`src/sv/fbf_pkg.sv`:
```
package fbf_pkg;

	// Storage geometry
	localparam int DEPTH       = 4096;
	localparam int AW          = $clog2(DEPTH);
	localparam int PW          = AW + 1;
	localparam int CW          = $clog2(DEPTH + 1);

	// Request length handling
	localparam int MAX_REQUEST = 64;
	localparam int LW          = $clog2(MAX_REQUEST + 1);

	// Field widths fixed by the interface
	localparam int KIND_W      = 3;
	localparam int BYTE_W      = 8;
	localparam int REQ_W       = 7;
	localparam int CAP_W       = 13;
	localparam int FILL_W      = 13;
	localparam int TOT_W       = 64;

	localparam logic [CAP_W-1:0] CAP_RESET = 13'd4096;

	// Command queue between front and back
	localparam int QDEPTH      = 2;
	localparam int QPW         = $clog2(QDEPTH);
	localparam int QCW         = $clog2(QDEPTH + 1);

	typedef enum logic [KIND_W-1:0] {
		KIND_WRITE = 3'd0,
		KIND_READ  = 3'd1,
		KIND_PEEK  = 3'd2,
		KIND_POP   = 3'd3,
		KIND_END   = 3'd4
	} kind_t;

	typedef enum logic [1:0] {
		OP_STATUS,
		OP_WRITE,
		OP_BYTES
	} cmd_op_t;

	typedef struct packed {
		logic [FILL_W-1:0] fill_level;
		logic [FILL_W-1:0] room_left;
		logic [TOT_W-1:0]  total_written;
		logic [TOT_W-1:0]  total_read;
		logic              ended;
		logic              at_eof;
	} status_t;

	typedef struct packed {
		cmd_op_t           op;
		logic [AW-1:0]     addr;
		logic [BYTE_W-1:0] data;
		logic [LW-1:0]     count;
		logic              accepted;
		status_t           status;
	} cmd_t;

endpackage

```
`src/sv/fbf_queue.sv`:
```
module fbf_queue (
	input  logic            clk,
	input  logic            arst_n,
	input  logic            push,
	input  fbf_pkg::cmd_t   push_data,
	input  logic            pop,
	output logic            full,
	output logic            valid,
	output fbf_pkg::cmd_t   head
);

	fbf_pkg::cmd_t           entries_q [fbf_pkg::QDEPTH];
	logic [fbf_pkg::QPW-1:0] wr_ptr_q, rd_ptr_q;
	logic [fbf_pkg::QCW-1:0] count_q;

	assign full  = (count_q == fbf_pkg::QCW'(fbf_pkg::QDEPTH));
	assign valid = (count_q != '0);
	assign head  = entries_q[rd_ptr_q];

	// Pointers and occupancy
	always_ff @(posedge clk or negedge arst_n) begin
		if (!arst_n) begin
			wr_ptr_q <= '0;
			rd_ptr_q <= '0;
			count_q  <= '0;
		end else begin
			if (push) begin
				if (wr_ptr_q == fbf_pkg::QPW'(fbf_pkg::QDEPTH - 1)) wr_ptr_q <= '0;
				else wr_ptr_q <= wr_ptr_q + fbf_pkg::QPW'(1);
			end
			if (pop) begin
				if (rd_ptr_q == fbf_pkg::QPW'(fbf_pkg::QDEPTH - 1)) rd_ptr_q <= '0;
				else rd_ptr_q <= rd_ptr_q + fbf_pkg::QPW'(1);
			end
			unique case ({push, pop})
				2'b10:   count_q <= count_q + fbf_pkg::QCW'(1);
				2'b01:   count_q <= count_q - fbf_pkg::QCW'(1);
				default: count_q <= count_q;
			endcase
		end
	end

	// Entry storage
	always_ff @(posedge clk) begin
		if (push) entries_q[wr_ptr_q] <= push_data;
	end

endmodule

```
`config.mk`:
```
export PLATFORM = sky130hd
export DESIGN_NAME = fbf_queue
export DESIGN_NICKNAME = d
export VERILOG_FILES = /design/src/sv/fbf_pkg.sv /design/src/sv/fbf_queue.sv
export SDC_FILE = /design/constraint.sdc
export NUM_CORES = 1
export LEC_CHECK = 0
export ABC_AREA = 0
export BUFFER_PORTS_ARGS = -buffer_cell sky130_fd_sc_hd__buf_2
export CORE_UTILIZATION = 52
export CTS_CLUSTER_SIZE = 8
export DETAILED_ROUTE_END_ITERATION = 10
export PLACE_DENSITY = 0.79
export SYNTH_ARGS = -nofsm -noshare
export SYNTH_HDL_FRONTEND = slang
export SYNTH_SLANG_ARGS = --single-unit
export TNS_END_PERCENT = 20
```
`constraint.sdc`:
```
create_clock -name clk -period 12.88 [get_ports clk]
set_clock_uncertainty 0.05 [all_clocks]
set_input_delay 1.288 -clock clk [delete_from_list [all_inputs] [get_ports clk]]
set_output_delay 1.288 -clock clk [all_outputs]
set_load 0.005 [all_outputs]
```
Yosys cells after proc, flatten, opt, wreduce, memory -nomap -nowiden

Memories as Yosys holds them, arrays and structs flattened.
Cells that the tools add are included.
W data, S select, Z words.

Memories kept: 1
Output and inout port bits: 188
Memory bits (writable): 372
Bits in registers: 4
Input bits: 190

Eq/ne operators: 3
Add/subtract/negate cells: 4
Reductions and logical operators: 2
Mux-type cells: 5

Memories:

| memory    | words | bits a word | read ports | clocked after Yosys merged registers in | write ports | line            | RTL |
|---|---|---|---|---|---|---|---|
| entries_q | 2     | 186         | 1          | 0                                       | 1           | fbf_queue.sv:12 | `fbf_pkg::cmd_t entries_q [fbf_pkg::QDEPTH];` |

Operators with widths:

| operator              | count |
|---|---|
| $eq A2 B2 Y1 const B  | 2 |
| $mux W1               | 4 |
| $pmux W2 S2           | 1 |
| $reduce_bool A2 Y1    | 2 |
| $add A1 B1 Y1 const B | 2 |
| $add A2 B1 Y2 const B | 1 |
| $eq A2 B1 Y1 const B  | 1 |
| $sub A2 B1 Y2 const B | 1 |

Logic depth before layout (Yosys ltp)

Depth in word-level cells: 2
Gate-level depth with buffers: 5
Gate-level depth less buffers: 5

Worst setup path before layout

OpenSTA, ideal clock, no wires.

Path type: input-to-reg
From: input push
To: memory entries_q[0][0] (netlist name) (enable)
Path buffers: 0
Data required time: 12096 ps
Arrival time: 9001 ps
Setup slack: 3095 ps
Library setup time: 734 ps
Stages on the path: 2
Path through: inv_1 > nor2_1

Word-level cells in the longest chain between the ends: 2

RTL lines:

| what                          | line            | RTL |
|---|---|---|
| start, declared               | fbf_queue.sv:4  | `input logic push,` |
| $mux W1                       | fbf_queue.sv:45 | `if (push) entries_q[wr_ptr_q] <= push_data;` |
| $mux W1 (implied by the code) | fbf_queue.sv:45 |  |
| end, declared                 | fbf_queue.sv:12 |  |

Every way passes these cells.

==> metrics list <==
- The final layout contains routed wiring with a total length of 26.9 mm.
- Routed vias: 6957
- Combinational family with the most area after synthesis: multiplexers
- For this run, the post-layout net count is 1204.
- Synth Area in Compound Gates: 0
* Arrival time of the worst setup path: 3.41 ns
- The finished layout holds 1370 standard cells, fillers aside.
* Largest net degree at the start of global routing: 82
- Share of cell area taken by muxes after synthesis: 0.183
* Final hold viol count: 0
- Detail-routed net length per standard cell: 19.6 µm
- Final count of negative-setup-slack endpoints: 0
* Antenna Violating Nets Remaining: 0
- In this run the worst path has a maximum fanout of 56.
- Mean Syn Cell Area: 23.8 µm²
- In this run the post-CTS setup repair buffer count came out at 0.
- Number of cells upsized or downsized after cts: 0
* Final Wtd Congestion: 0.734
- Max-Slew Margin vs Limit: 0.244
- The worst setup path is captured at an output pin.
- At the pin with the least slew margin, the transition time is 1.13 ns.
- The initial antenna violation count was 9.
* Sequential element share of the synthesized area: 0.797
- Gate Count Post-Synth: 595
- Number of max-cap violations: 0
* P per Cell Area: 222 nW/µm²
- Type of the worst setup path: flip-flop to output pin
- Placed Instances: 1300
* Yosys Warn Count: 0
* Tcrit/Tclk final: 0.369
- Number of port buffers: 377
- Of the total synthesized cell area, the portion taken by full adders, half adders and majority gates is 0.000885.
* Horizontal die dimension: 167 µm
* Final HPWL from detailed placement: 17.6 mm
- Of the total synthesized cell area, the portion taken by AND, OR, NAND and NOR gates is 0.00186.
* Syn nets: 786
- Before antenna repair, the detailed router went through 6 iterations.
- Via count of the first global-routing pass: 7200
- TritonCTS built the clock tree.
- After synthesis the netlist holds a flip-flop and latch count of 376.
* Leading cell type in the layout, fill and taps excluded: buf_2
* Standard-cell rows: 60
- In the routed layout, each cell is associated on average with a via count of 5.08.
- First DRT Iteration DRCs: 530
* Initial core utilization: 0.528
- Setup repair after global routing left no endpoint under its margin.
* Total clock buffers created by CTS: 52
- Num Clock Sinks: 376
* Unique cell type count in the Yosys netlist: 14
- Measured along the y axis, the die boundary spans 167 µm.
- Level count of the clock H-tree: 2
* Clk Latency, worst-skew pair: 0.52 ns
* Total routing usage reported by global routing: 0.189
- The run finished with clean final reports.
- Total die area: 27900 µm²
* CTS clk-pin slew, worst paths: 0.05 ns
- Adding up every negative setup slack in the final design gives 0 ns.
* Category of the worst setup path launch point: flip-flop
* Worst VDD drop: 0.000139 V
- The final-report max-slew violation count was 0.
- The worst path needs 4.75 ns of the cycle, external delays included.
* Top achievable clock speed: 211 MHz
- The root buffer cell chosen for the clock tree is clkbuf_16.
- The first global-routing pass estimated 39.8 mm of wire.
* Share of cells above drive strength 1: 0.614
- Core box area: 26800 µm²
- Hold/Removal Path Class: flip-flop to flip-flop
* Area added between synthesis and finish: 25.2%
- After detailed routing, the number of remaining DRC violations is 0.
- Pin placement for this block handled 378 I/O pins.
- For the worst setup path, the data required time is 11.54 ns.
- In the layout the commonest cells are buf_2, edfxtp_1, mux2_4, mux2_2, clkbuf_16.
- Deepest clock path buffer count: 3
- Total global routing overflow: 0
- Summed over all cells, the static leakage comes to 0.00706 µW.
- Of the total synthesized cell area, the portion taken by XOR and XNOR cells is 0.00310.
- Final-layout fill cell count: 1792
- # hold bufs at CTS: 0
* Netlist area before placement: 14100 µm²
[metrics by stage]
| step | worst slack [ns] | cell area, µm² | util | power [µW] | hold slack [ns] |
|---|---|---|---|---|---|
| after floorplan | 3.10 | 14100 | - | 2480 | 0.397 |
| after detailed placement | 8.66 | 16300 | 0.609 | 2810 | 0.428 |
| after global routing | 7.97 | 17700 | 0.661 | 4100 | 0.465 |
| after global placement | 8.68 | 16300 | 0.609 | 2780 | 0.414 |
| final | 8.13 | 17700 | 0.661 | 3930 | 0.432 |
| after CTS | 8.10 | 17700 | 0.660 | 3980 | 0.436 |
[Yosys cell counts]
library cell  count  share of area
and2_1            1        0.00044
buf_2             5         0.0018
buf_6            16          0.013
dfrtp_1           4         0.0071
edfxtp_1        372           0.79
ha_1              1        0.00088
inv_1             1        0.00027
mux2_2           56          0.045
mux2_4          130           0.14
nor2_1            2        0.00053
nor2b_1           1        0.00044
or2_2             1        0.00044
xnor2_1           2         0.0012
xor2_1            3         0.0019
[sequential cells by signal, summed over array words and instances, names as in the netlist]
register and flops:
count_q 2, entries_q 372, rd_ptr_q 1, wr_ptr_q 1
[kinds of logic (layout without fill, tap and decap cells)]
logic type    count (synthesis)  after routing
other cells                   0              6
xor+xnor                      5              5
fa+ha+maj                     1              1
buf+inv                      22            450
flops                       376            376
mux                         186            186
simple gates                  5              5
[metal layers]
layer  global-route usage  up-vias  share of wire
li1                     -     3204              -
met1                0.216     3366           0.37
met2                0.322      324           0.51
met3               0.0663       63          0.091
met4               0.0825        0          0.034
met5                    0        -              0
[power breakdown]
group	internal (µW)	switching (µW)	leakage, µW	total (µW)
logic	574	483	0.00285	1060
clock network	724	437	0.000666	1160
registers	1630	83.9	0.00354	1720
[critical path: stages, from the launching register on]
cell and delay [ns]:
dfrtp_4 0.80, buf_4 0.63, buf_4 0.88, mux2_4 0.36, buf_2 0.13
[worst paths after layout]
| path | from | endpoint | slack [ns] | cells past startpoint |
|---|---|---|---|---|
| max | rd_ptr_q | head[116] | 8.13 | 4 |
| min | count_q[1] | count_q[1] | 0.43 | 1 |
| max reg2reg | wr_ptr_q | entries_q[1][113] | 10.44 | 2 |
| min reg2reg | count_q[1] | count_q[1] | 0.43 | 1 |
| max in group asynchronous | arst_n | rd_ptr_q | 12.13 | 1 |
| min in group asynchronous | arst_n | wr_ptr_q | 0.51 | 1 |
[area by class of cell]
cell class	instances	area, µm²	area share
Tap cell	341	427	0.0241
Inverter	1	3.75	0.000212
Timing Repair Buffer	385	1950	0.110
Antenna cell	6	15.0	0.000848
Sequential cell	376	11300	0.637
Clock buffer	64	1370	0.0772
Multi-Input combinational cell	197	2680	0.151
No activity file was read; power rests on OpenSTA's default activity.
