[src/sv/fbf_pkg.sv]
package fbf_pkg;

	// Storage geometry
	localparam int DEPTH       = 4096;
	localparam int AW          = $clog2(DEPTH);
	localparam int PW          = AW + 1;
	localparam int CW          = $clog2(DEPTH + 1);

	// Request length handling
	localparam int MAX_REQUEST = 64;
	localparam int LW          = $clog2(MAX_REQUEST + 1);

	// Field widths fixed by the interface
	localparam int KIND_W      = 3;
	localparam int BYTE_W      = 8;
	localparam int REQ_W       = 7;
	localparam int CAP_W       = 13;
	localparam int FILL_W      = 13;
	localparam int TOT_W       = 64;

	localparam logic [CAP_W-1:0] CAP_RESET = 13'd4096;

	// Command queue between front and back
	localparam int QDEPTH      = 2;
	localparam int QPW         = $clog2(QDEPTH);
	localparam int QCW         = $clog2(QDEPTH + 1);

	typedef enum logic [KIND_W-1:0] {
		KIND_WRITE = 3'd0,
		KIND_READ  = 3'd1,
		KIND_PEEK  = 3'd2,
		KIND_POP   = 3'd3,
		KIND_END   = 3'd4
	} kind_t;

	typedef enum logic [1:0] {
		OP_STATUS,
		OP_WRITE,
		OP_BYTES
	} cmd_op_t;

	typedef struct packed {
		logic [FILL_W-1:0] fill_level;
		logic [FILL_W-1:0] room_left;
		logic [TOT_W-1:0]  total_written;
		logic [TOT_W-1:0]  total_read;
		logic              ended;
		logic              at_eof;
	} status_t;

	typedef struct packed {
		cmd_op_t           op;
		logic [AW-1:0]     addr;
		logic [BYTE_W-1:0] data;
		logic [LW-1:0]     count;
		logic              accepted;
		status_t           status;
	} cmd_t;

endpackage

[src/sv/fbf_channels.sv]
interface fbf_in_if;
	logic                           valid;
	logic                           ready;
	logic [fbf_pkg::KIND_W-1:0]     kind;
	logic [fbf_pkg::BYTE_W-1:0]     data_byte;
	logic [fbf_pkg::REQ_W-1:0]      request_length;

	modport source (output valid, kind, data_byte, request_length, input ready);
	modport sink   (input valid, kind, data_byte, request_length, output ready);
endinterface


interface fbf_cfg_if;
	logic                           valid;
	logic                           ready;
	logic [fbf_pkg::CAP_W-1:0]      capacity;

	modport source (output valid, capacity, input ready);
	modport sink   (input valid, capacity, output ready);
endinterface

[src/sv/fbf_front.sv]
module fbf_front (
	input  logic            clk,
	input  logic            arst_n,
	fbf_in_if.sink          in_ch,
	fbf_cfg_if.sink         cfg_ch,
	input  logic            q_full,
	output logic            push,
	output fbf_pkg::cmd_t   cmd
);

	logic [fbf_pkg::CAP_W-1:0] capacity_q;
	logic [fbf_pkg::AW-1:0]    head_q, head_n;
	logic [fbf_pkg::CW-1:0]    held_q, held_n;
	logic [fbf_pkg::TOT_W-1:0] wt_q, wt_n, rt_q, rt_n;
	logic                      ended_q, ended_n;

	logic [fbf_pkg::CW-1:0]    eff_cap;
	logic [fbf_pkg::CW-1:0]    room;
	logic [fbf_pkg::LW-1:0]    len_c, n;
	logic [fbf_pkg::PW-1:0]    wr_sum, rd_sum;
	logic [fbf_pkg::AW-1:0]    wr_pos, rd_pos;

	// Handshakes: config always taken, items whenever the queue has room
	assign cfg_ch.ready = 1'b1;
	assign in_ch.ready  = !q_full;
	assign push         = in_ch.valid && in_ch.ready;

	// Classify the item and work out the bookkeeping after it
	always_comb begin
		if (32'(capacity_q) > 32'(fbf_pkg::DEPTH)) eff_cap = fbf_pkg::CW'(fbf_pkg::DEPTH);
		else eff_cap = fbf_pkg::CW'(capacity_q);

		if (32'(in_ch.request_length) > 32'(fbf_pkg::MAX_REQUEST))
			len_c = fbf_pkg::LW'(fbf_pkg::MAX_REQUEST);
		else
			len_c = fbf_pkg::LW'(in_ch.request_length);
		if (32'(len_c) > 32'(held_q)) n = fbf_pkg::LW'(held_q);
		else n = len_c;

		// tail slot for a write, new head after a removal
		wr_sum = fbf_pkg::PW'(head_q) + fbf_pkg::PW'(held_q);
		if (wr_sum >= fbf_pkg::PW'(fbf_pkg::DEPTH))
			wr_pos = fbf_pkg::AW'(wr_sum - fbf_pkg::PW'(fbf_pkg::DEPTH));
		else
			wr_pos = fbf_pkg::AW'(wr_sum);
		rd_sum = fbf_pkg::PW'(head_q) + fbf_pkg::PW'(n);
		if (rd_sum >= fbf_pkg::PW'(fbf_pkg::DEPTH))
			rd_pos = fbf_pkg::AW'(rd_sum - fbf_pkg::PW'(fbf_pkg::DEPTH));
		else
			rd_pos = fbf_pkg::AW'(rd_sum);

		head_n  = head_q;
		held_n  = held_q;
		wt_n    = wt_q;
		rt_n    = rt_q;
		ended_n = ended_q;

		cmd.op       = fbf_pkg::OP_STATUS;
		cmd.addr     = head_q;
		cmd.data     = in_ch.data_byte;
		cmd.count    = n;
		cmd.accepted = 1'b0;

		unique case (in_ch.kind)
			fbf_pkg::KIND_WRITE: begin
				if (held_q < eff_cap) begin
					held_n       = held_q + fbf_pkg::CW'(1);
					wt_n         = wt_q + 64'd1;
					cmd.op       = fbf_pkg::OP_WRITE;
					cmd.addr     = wr_pos;
					cmd.accepted = 1'b1;
				end
			end
			fbf_pkg::KIND_READ: begin
				head_n = rd_pos;
				held_n = held_q - fbf_pkg::CW'(n);
				rt_n   = rt_q + 64'(n);
				if (n != '0) cmd.op = fbf_pkg::OP_BYTES;
			end
			fbf_pkg::KIND_PEEK: begin
				if (n != '0) cmd.op = fbf_pkg::OP_BYTES;
			end
			fbf_pkg::KIND_POP: begin
				head_n = rd_pos;
				held_n = held_q - fbf_pkg::CW'(n);
				rt_n   = rt_q + 64'(n);
			end
			fbf_pkg::KIND_END: begin
				ended_n = 1'b1;
			end
			default: begin
			end
		endcase

		// status as it stands once the item is done
		room = (eff_cap > held_n) ? eff_cap - held_n : '0;
		cmd.status.fill_level    = fbf_pkg::FILL_W'(held_n);
		cmd.status.room_left     = fbf_pkg::FILL_W'(room);
		cmd.status.total_written = wt_n;
		cmd.status.total_read    = rt_n;
		cmd.status.ended         = ended_n;
		cmd.status.at_eof        = ended_n && (held_n == '0);
	end

	// Bookkeeping registers
	always_ff @(posedge clk or negedge arst_n) begin
		if (!arst_n) begin
			capacity_q <= fbf_pkg::CAP_RESET;
			head_q     <= '0;
			held_q     <= '0;
			wt_q       <= '0;
			rt_q       <= '0;
			ended_q    <= 1'b0;
		end else begin
			if (cfg_ch.valid && cfg_ch.ready) capacity_q <= cfg_ch.capacity;
			if (push) begin
				head_q  <= head_n;
				held_q  <= held_n;
				wt_q    <= wt_n;
				rt_q    <= rt_n;
				ended_q <= ended_n;
			end
		end
	end

endmodule

[src/flat_wrapper.sv]
// flat-port wrapper written by rule: the top's interface ports become plain ports
module fbf_front_flat 
  (clk, arst_n, q_full, push, cmd, in_ch_valid, in_ch_kind, in_ch_data_byte, in_ch_request_length, in_ch_ready, cfg_ch_valid, cfg_ch_capacity, cfg_ch_ready);
  fbf_in_if in_ch_i ();
  fbf_cfg_if cfg_ch_i ();
  input  logic clk;
  input  logic arst_n;
  input  logic q_full;
  output logic push;
  output fbf_pkg::cmd_t cmd;
  input wire logic [$bits(in_ch_i.valid)-1:0] in_ch_valid;
  input wire logic [$bits(in_ch_i.kind)-1:0] in_ch_kind;
  input wire logic [$bits(in_ch_i.data_byte)-1:0] in_ch_data_byte;
  input wire logic [$bits(in_ch_i.request_length)-1:0] in_ch_request_length;
  output wire logic [$bits(in_ch_i.ready)-1:0] in_ch_ready;
  input wire logic [$bits(cfg_ch_i.valid)-1:0] cfg_ch_valid;
  input wire logic [$bits(cfg_ch_i.capacity)-1:0] cfg_ch_capacity;
  output wire logic [$bits(cfg_ch_i.ready)-1:0] cfg_ch_ready;
  assign in_ch_i.valid = in_ch_valid;
  assign in_ch_i.kind = in_ch_kind;
  assign in_ch_i.data_byte = in_ch_data_byte;
  assign in_ch_i.request_length = in_ch_request_length;
  assign in_ch_ready = in_ch_i.ready;
  assign cfg_ch_i.valid = cfg_ch_valid;
  assign cfg_ch_i.capacity = cfg_ch_capacity;
  assign cfg_ch_ready = cfg_ch_i.ready;
  fbf_front u_core (.clk(clk), .arst_n(arst_n), .in_ch(in_ch_i), .cfg_ch(cfg_ch_i), .q_full(q_full), .push(push), .cmd(cmd));
endmodule
[config.mk]
export PLATFORM = sky130hd
export DESIGN_NAME = fbf_front_flat
export DESIGN_NICKNAME = d
export VERILOG_FILES = /design/src/sv/fbf_pkg.sv /design/src/sv/fbf_channels.sv /design/src/sv/fbf_front.sv /design/src/flat_wrapper.sv
export SDC_FILE = /design/constraint.sdc
export NUM_CORES = 1
export LEC_CHECK = 0
export BUFFER_PORTS_ARGS = -buffer_cell sky130_fd_sc_hd__clkbuf_2
export CORE_ASPECT_RATIO = 1.75
export CORE_UTILIZATION = 46
export DETAILED_ROUTE_END_ITERATION = 7
export PLACE_DENSITY = 0.73
export SYNTH_ARGS = -nofsm -noshare
export SYNTH_HDL_FRONTEND = slang
export SYNTH_SLANG_ARGS = --single-unit
[constraint.sdc]
create_clock -name clk -period 6.9 [get_ports clk]
set_input_delay 0 -clock clk [delete_from_list [all_inputs] [get_ports clk]]
set_output_delay 0 -clock clk [all_outputs]
set_load 0.05 [all_outputs]
* Word-level counts from Yosys, hierarchy flattened *
Index checks and enable logic that the tools add are counted.

storage, ports and cells
  register bits = 167
  input port bits = 36
  output and inout bits = 189
  word-level logic and storage cells = 53

cells by class
  add/subtract/negate cells = 9
  order comparisons = 7
  eq/ne operators = 4
  muxes and demuxes = 18
  reduce and logical (&&, ||, !) cells = 9

operators with widths
  cell                                                  number
  2-to-1 mux 64 bit                                     3
  adder 64 x 1 -> 64 bit (second input constant)        1
  adder 64 x 7 -> 64 bit                                1
  2-to-1 mux 13 bit                                     4
  2-to-1 mux 12 bit                                     3
  >= comparator 13 bit (second input constant)          2
  case mux 13 bit (2 select lines)                      1
  subtractor 12 x 1 -> 12 bit (second input constant)   2
  2-to-1 mux 7 bit                                      2
  adder 12 x 13 -> 13 bit                               1
  adder 12 x 7 -> 13 bit                                1
  adder 13 x 1 -> 13 bit (second input constant)        1
  > comparator 13 bit                                   1
  > comparator 13 bit (second input constant)           1
  > comparator 7 x 13 -> 1 bit                          1
  zero test 13 bit                                      1
  < comparator 13 bit                                   1
  subtractor 13 bit                                     1
  subtractor 13 x 7 -> 13 bit                           1
  > comparator 7 bit (second input constant)            1
  nonzero test 7 bit                                    1
  equality test 3 x 2 -> 1 bit (second input constant)  2
  case mux 2 bit (2 select lines)                       1
  OR reduction 2 bit                                    2
  other kinds (8)                                       11

* Depth between registers and ports, before layout *
Gate-level depths: netlist (run 1).

  depth in word-level cells = 8
  mapped depth = 27
  gate-level depth less buffers = 25

* Least setup slack after synthesis (run 1) *
OpenSTA, ideal clock, no wires.

  kind = register to output
  from = reg u_core.held_q[1] (netlist name)
  to = out cmd[133] (netlist name)
  arrival = 6.967 ns
  required time = 6.900 ns
  slack = -0.067 ns
  cell stages (with the launch flop) = 25
  path buffers = 1
  cell sequence = dfrtp_1 inv_1 ha_1 nor2b_1 o21a_1 o21a_1 o21a_1 o21ai_0 a211o_1 clkbuf_1 o21ai_0 fa_1 nor2b_1 o31a_1 o31a_1 nor4_1 a31o_2 xnor2_1 ha_1 and4_1 nand4_1 nor3_1 nor2_1 a21oi_1 nor3b_1

RTL lines
  item                    RTL line            text
  start, declared         fbf_front.sv:13     logic [fbf_pkg::CW-1:0] held_q, held_n;
  start signal, assigned  fbf_front.sv:118    held_q <= held_n;
  end, declared           flat_wrapper.sv:10  output fbf_pkg::cmd_t cmd;

==> results of run 1 <==
cells in the mapped netlist (3+ instances only):
| master | number | share of area [%] |
|---|---|---|
| o21bai_1 | 9 | 0.54 |
| mux2_2 | 12 | 1.1 |
| buf_2 | 4 | 0.16 |
| nand3_1 | 77 | 3.1 |
| and2_1 | 9 | 0.45 |
| nor2_1 | 127 | 3.8 |
| or2_2 | 5 | 0.25 |
| dfrtp_1 | 166 | 33 |
| mux2i_1 | 3 | 0.24 |
| nand2_1 | 206 | 6.2 |
| nand4_1 | 48 | 2.4 |
| fa_1 | 5 | 0.80 |
| a31oi_1 | 7 | 0.35 |
| ha_1 | 66 | 6.6 |
| and4_1 | 12 | 0.84 |
| buf_4 | 11 | 0.66 |
| xor2_1 | 122 | 8.5 |
| and3_1 | 25 | 1.3 |
| a311oi_1 | 4 | 0.28 |
| nor4_1 | 11 | 0.55 |
| a21o_1 | 10 | 0.60 |
| clkbuf_1 | 41 | 1.2 |
| a21oi_1 | 29 | 1.2 |
| o21ai_0 | 57 | 2.3 |
| nor3_1 | 62 | 2.5 |
| xnor2_1 | 160 | 11 |
| inv_1 | 63 | 1.9 |
| nand2b_1 | 6 | 0.30 |
| a41oi_1 | 3 | 0.21 |
| or3_1 | 7 | 0.35 |
| a211oi_1 | 4 | 0.24 |
| a21boi_0 | 3 | 0.18 |
| nor3b_1 | 3 | 0.18 |
| or4_1 | 4 | 0.24 |
| o21a_1 | 14 | 0.84 |
| a2111oi_0 | 3 | 0.21 |
| nor3_2 | 7 | 0.56 |
| nor2b_1 | 14 | 0.70 |
| a211o_1 | 3 | 0.21 |
| buf_1 | 7 | 0.21 |
flip-flops by register name (all words and copies together), names as in the netlist:
| name | count |
|---|---|
| u_core.held_q | 13 |
| u_core.head_q | 12 |
| u_core.wt_q | 64 |
| u_core.rt_q | 64 |
| u_core.capacity_q | 13 |
| u_core.ended_q | 1 |
power breakdown:
group          total, µW  switching [µW]  internal [µW]
logic               2890            1990            895
clock network        920             418            503
registers           1240             166           1080
total               5050            2580           2470
what timing repair did:
action | CTS | global route
endpoints found under the setup margin | 0 | 11
gates resized for setup | 0 | 1
hold endpoints to repair | 78 | 0
hold buffers | 15 | 0
cells by family after synthesis:
| group | after synthesis | share of synthesized area (%) |
|---|---|---|
| AOI/OAI and AO/OA | 165 | 8.61 |
| xor gates and xnor gates | 282 | 19.7 |
| adders and majority gates | 71 | 7.40 |
| buffers and inverters | 129 | 4.24 |
| DFF | 167 | 33.4 |
| muxes | 15 | 1.32 |
| other | 1 | 0.0300 |
| and+or+nand+nor | 641 | 25.2 |
cell type report:
type                            count  area, µm²
Antenna cell                        2       5.00
Clock inverter                      8       63.8
Multi-Input combinational cell   1175       7800
Clock buffer                       24        492
Tap cell                          324        405
Timing Repair Buffer              239       1320
Fill cell                        2448      12200
Inverter                           66        248
Sequential cell                   167       4180
routing by layer:
layer / part of all wire, % / GRT usage [%]
met1: 37 / 26.7
met2: 54 / 48.0
met3: 3.4 / 3.82
met4: 5.7 / 17.1
met5: 0 / 0
per-stage QoR:
| stage | setup slack, ns | hold slack (ns) | cells |
|---|---|---|---|
| after floorplan | 0.0919 | -0.296 | 1471 |
| after global placement | 1.10 | 0.000341 | 1956 |
| after detailed placement | 0.885 | 0.000341 | 1956 |
| after CTS | 0.375 | 0.000341 | 2003 |
| after global routing | 0.121 | 0.000126 | 2005 |
| final | 0.561 | 0.0000193 | 2005 |
worst paths after layout:
kind                               startpoint              endpoint  slack (ns)  depth (start not counted)
setup / recovery             u_core.held_q[1]              cmd[140]        0.56                         24
setup reg to reg             u_core.held_q[1]       u_core.rt_q[54]        1.29                         20
min in group asynchronous              arst_n  u_core.capacity_q[2]        0.12                          2
hold / removal             in_ch_data_byte[4]              cmd[168]     0.00002                          0
max in group asynchronous              arst_n       u_core.rt_q[44]        5.53                          3
hold reg to reg               u_core.wt_q[16]       u_core.wt_q[16]        0.47                          1
critical path, stage by stage (launching register included):
cell       delay (ns)
dfrtp_1          0.49
inv_1            0.21
ha_1             0.35
nor2b_1          0.14
o21a_1           0.17
o21a_1           0.16
o21a_1           0.15
o21ai_0          0.16
a211o_2          0.35
mux2i_1          0.30
ha_1             0.23
fa_1             0.42
nor2_1           0.12
a221oi_1         0.06
buf_4            0.19
fa_1             0.46
a21o_1           0.18
a21oi_1          0.21
o21bai_1         0.09
a21oi_1          0.22
o21ai_0          0.22
a2111oi_0        0.45
a41oi_1          0.08
a21oi_1          0.17
clkbuf_2         0.30
==> flow_summary_export.csv, run 1 <==
group,metric,value,unit
clocking,numCtsBuffers,17,
floorplanning,die_w,127,µm
flow_run,maxCapViolations,0,
sta,finalSetupViolations,0,
setup_path,crit_fanout,21,
synthesis,synth-seq-cells,167,
sta,finalSetupTns,0,ns
clocking,cts_sinks,167,
floorplanning,io_pins,225,
placed_design,place_area,13800,µm²
clocking,clk_latency,0.45,ns
placed_design,io_buffers,207,
synthesis,synth_fp_nets,1578,
placed_design,dpl.hpwl,26900,µm
grt,antenna_found_initial,2,
routing,drt_first_iter_violations,413,
routing,wl,34900,µm
min_path,hp-class,"primary input to output pin",
routing,drtPass1Iterations,6,
clocking,cts_tree,"built",
sta,tightest_slew,0.868,ns
synthesis,synth-edff-count,0,
grt,grt_pass1_vias,11300,
routing,drtAntennaViolNets,0,
synthesis,synth_cells,1471,
synthesis,netlist_area,12500,µm²
routing,dr_total_vias,11200,
grt,grt_max_degree,67,
clocking,post_cts_buffers,0,
synthesis,ys_seq_area_share,33.4,%
pwr,total_power,5050,µW
floorplanning,die_height,220,µm
synthesis,synthArstFlopShare,100,%
sta,slew_viol_final,0,
final_layout,drive_above_1_share,17.9,%
grt,grt_overflow,0,
sta,maxSlewHeadroom,42.0,%
sta,skew,0.00955,ns
placed_design,gp_congestion,0.921,
floorplanning,dieArea,27900,µm²
setup_path,crit_arrival,6.34,ns
setup_path,end_kind,"output pin",
sta,fmax,158,MHz
sta,hold_violations,0,
synthesis,yosysWarnings,0,
final_layout,fin_util,54.4,%
routing,viasPerCell,5.58,
final_layout,final_common_cell,"clkbuf_2",
pwr,leakage,0.00719,µW
final_layout,final_cell_area,14500,µm²
routing,drc_errors,0,
floorplanning,fp-row-count,79,
clocking,root_buffer,"clkbuf_16",
floorplanning,initial_core_util,46.9,%
pwr,vdd_ir_drop_max,0.337,mV
sta,rsz0062_at_grt,"no",
final_layout,most-common-layout-cells,"clkbuf_2, nand2_1, dfrtp_1",
grt,grtUsageTotal,25.7,%
setup_path,cp_data_required_time,6.90,ns
setup_path,cp-start-kind,"flip-flop",
synthesis,ys.flop_type,"dfrtp_1",
synthesis,synthDistinctLibCells,74,
outcome,status,"finished, final reports clean",
clocking,cts_htree_levels,4,
clocking,path_clk_slew,0.06,ns
sta,finalCriticalPeriod,6.34,ns
floorplanning,core_area,26700,µm²
final_layout,nets,1773,
final_layout,area_growth_syn_to_layout,16.0,%
clocking,clk_path_buf_depth,2,
synthesis,synth.avg_cell_area,8.50,µm²
pwr,power.density,348,nW/µm²
setup_path,crit_type,"flip-flop to output pin",
routing,wire_per_inst,17.4,µm
sta,finalCritPeriodShare,91.9,%
grt,grt_pass1_wl,56200,µm
Power figures use the tool's default switching activity.
==> run 2: changes to the inputs <==
--- a/config.mk
+++ b/config.mk
@@ -9,7 +9,7 @@
 export CORE_ASPECT_RATIO = 1.75
 export CORE_UTILIZATION = 46
 export DETAILED_ROUTE_END_ITERATION = 7
-export PLACE_DENSITY = 0.73
+export PLACE_DENSITY = 0.75
 export SYNTH_ARGS = -nofsm -noshare
 export SYNTH_HDL_FRONTEND = slang
 export SYNTH_SLANG_ARGS = --single-unit
==> constraint.sdc (replaced) <==
create_clock -name clk -period 5.6 [get_ports clk]
set_input_delay 0 -clock clk [delete_from_list [all_inputs] [get_ports clk]]
set_output_delay 0 -clock clk [all_outputs]
set_load 0.05 [all_outputs]
==> run 2 against run 1 <==
  * The flow now finishes with violations (negative setup slack)
  * Final area increased by 5.5%
  * Largest power group unchanged
  * Sequential share of layout area down 1.5 points
  * Worst hold slack hardly changed
==> flow_summary_export.csv, run 2 (synthesis results as in run 1) <==
group,metric,value,unit
outcome,status,"complete, but fails checks",
outcome,violations,"negative setup slack",
sta,fmax,176,MHz
final_layout,final_cells,2051,
final_layout,insertedDiodeCount,0,
setup_path,critPathBufInv,3,
setup_path,crit_cells,26,
routing,viasPerCell,5.61,
placed_design,io_buffers,207,
pwr,vdd_ir_drop_max,0.962,mV
grt,antenna_found_initial,0,
floorplanning,fp-row-count,79,
clocking,path_clk_slew,0.08,ns
sta,slew_viol_final,0,
final_layout,final_common_cell,"nand2_1",
setup_path,crit_arrival,5.67,ns
setup_path,cp-start-kind,"flip-flop",
pwr,p_comb_share,62.6,%
setup_path,crit_top_cell,"o21a_1",
setup_path,cp_slowest_stage_delay,0.39,ns
flow_run,maxCapViolations,0,
sta,rsz0062_at_grt,"yes",
routing,wl,36100,µm
sta,finalSetupTns,-0.536,ns
pwr,p_int,3630,µW
sta,finalWorstSetupSlack,-0.0705,ns
routing,drtPass1Iterations,5,
floorplanning,die_w,127,µm
sta,tightest_slew,0.849,ns
setup_path,crit_slowest_cell,"dfrtp_1",
grt,grtUsageTotal,26.1,%
sta,skew,0.0178,ns
setup_path,crit_fanout,8,
setup_path,cp_top_family,"compound AO/OA/AOI/OAI gates",
setup_path,cp_data_required_time,5.60,ns
final_layout,area_growth_syn_to_layout,22.4,%
final_layout,nets,1821,
setup_path,end_kind,"output pin",
grt,grt_pass1_wl,57000,µm
clocking,cts_sinks,167,
final_layout,most-common-layout-cells,"nand2_1, clkbuf_2, dfrtp_1",
floorplanning,die_height,220,µm
setup_path,reg2regPathDepth,21,
clocking,numCtsBuffers,17,
min_path,hold_path_depth,0,
setup_path,crit_type,"flip-flop to output pin",
grt,grt_overflow,0,
final_layout,fillCellCount,2359,
routing,drtAntennaViolNets,0,
clocking,cts_tree,"built",
min_path,hp-class,"primary input to output pin",
placed_design,pre_cts_ws,0.0528,ns
final_layout,largest_registers,"u_core.rt_q (64), u_core.wt_q (64)",
grt,grt_max_degree,70,
clocking,cts_htree_levels,4,
sta,finalSetupViolations,12,
pwr,p_switching,3490,µW
sta,hold_violations,0,
routing,dr_total_vias,11500,
pwr,swShare,49.0,%
placed_design,gp_congestion,0.952,
placed_design,dpl.hpwl,26900,µm
floorplanning,initial_core_util,46.9,%
routing,drc_errors,0,
sta,finalCritPeriodShare,101,%
pwr,leakage,0.00749,µW
pwr,power.density,465,nW/µm²
sta,maxSlewHeadroom,43.2,%
clocking,clk_path_buf_depth,2,
clocking,clk_latency,0.46,ns
grt,grt_pass1_vias,11300,
sta,finalCriticalPeriod,5.67,ns
routing,wire_per_inst,17.6,µm
floorplanning,core_area,26700,µm²
placed_design,placedCellCount,1984,
final_layout,drive_above_1_share,23.0,%
clocking,root_buffer,"clkbuf_16",
routing,drt_first_iter_violations,548,
floorplanning,dieArea,27900,µm²
pwr,p_clk_share,17.0,%
floorplanning,io_pins,225,
pwr,seqPwrFrac,20.4,%
[run 2: power groups by stage]
stage               combinational (µW)  clock, µW  sequential [µW]
global route                      4750       1280             1470
floorplan                         2800          0             1480
CTS                               4100       1240             1450
detailed placement                3820          0             1470
global placement                  3760          0             1470
finish                            4460       1210             1450
[run 2: final timing paths]
check,startpoint,endpoint,slack (ns)
setup / recovery,u_core.held_q[1],cmd[139],-0.07
hold / removal,in_ch_data_byte[5],cmd[169],0.00002
setup reg to reg,u_core.held_q[1],u_core.rt_q[54],0.47
hold reg to reg,u_core.wt_q[63],u_core.wt_q[63],0.49
max in group asynchronous,arst_n,u_core.rt_q[4],4.28
min in group asynchronous,arst_n,u_core.wt_q[16],0.14
[run 2: layout make-up]
type                    count  area (µm²)  share of cell area (%)
multi-input cells        1175        8090                    52.8
repair buffers            287        1810                    11.8
clock inverters            14         148                   0.964
clock buffers              18         439                    2.87
well taps                 324         405                    2.65
flip-flops and latches    167        4180                    27.3
inverters                  66         251                    1.64
[run 2: worst reg2reg max path, stage by stage, from the launching register on]
cell and delay (ns):
dfrtp_1 0.39, inv_2 0.09, ha_4 0.20, nor2b_4 0.12, o21a_1 0.16, o21a_1 0.18
o21a_1 0.19, o21ai_2 0.12, a211o_4 0.20, mux2i_4 0.26, buf_4 0.13, buf_4 0.12
ha_1 0.18, fa_1 0.22, a21o_1 0.13, a21oi_1 0.11, o21bai_1 0.15, a21oi_1 0.11
o21bai_1 0.50, nand3_1 0.77, nor4_1 0.53, xor2_1 0.19
[run 2: stage by stage]
| step | cell area, µm² | util [%] | power [µW] | hold WS [ns] |
|---|---|---|---|---|
| after global routing | 15300 | 57.4 | 7510 | 0.0000937 |
| final | 15300 | 57.4 | 7130 | 0.0000193 |
| after global placement | 14100 | 52.8 | 5220 | 0.000341 |
| after detailed placement | 14100 | 52.8 | 5290 | 0.000341 |
| after CTS | 15000 | 56.2 | 6790 | 0.000341 |
| after floorplan | 12600 | - | 4280 | -0.296 |
[run 2: per-layer routing]
layer	vias to the layer above	global-route usage (%)	part of all wire [%]
met5	-	0	0
met4	0	19.6	7.1
met3	145	4.45	4.0
met2	355	47.9	52
met1	5501	26.6	37
li1	5495	-	-
[run 2: what timing repair did]
| item | CTS | global route |
|---|---|---|
| hold endpoints to repair | 81 | 0 |
| hold buffers | 16 | 0 |
| pin swaps | 10 | 15 |
| gates cloned | 1 | 0 |
| buffers inserted | 4 | 14 |
| endpoints found under the setup margin | 16 | 31 |
| gates resized for setup | 38 | 48 |
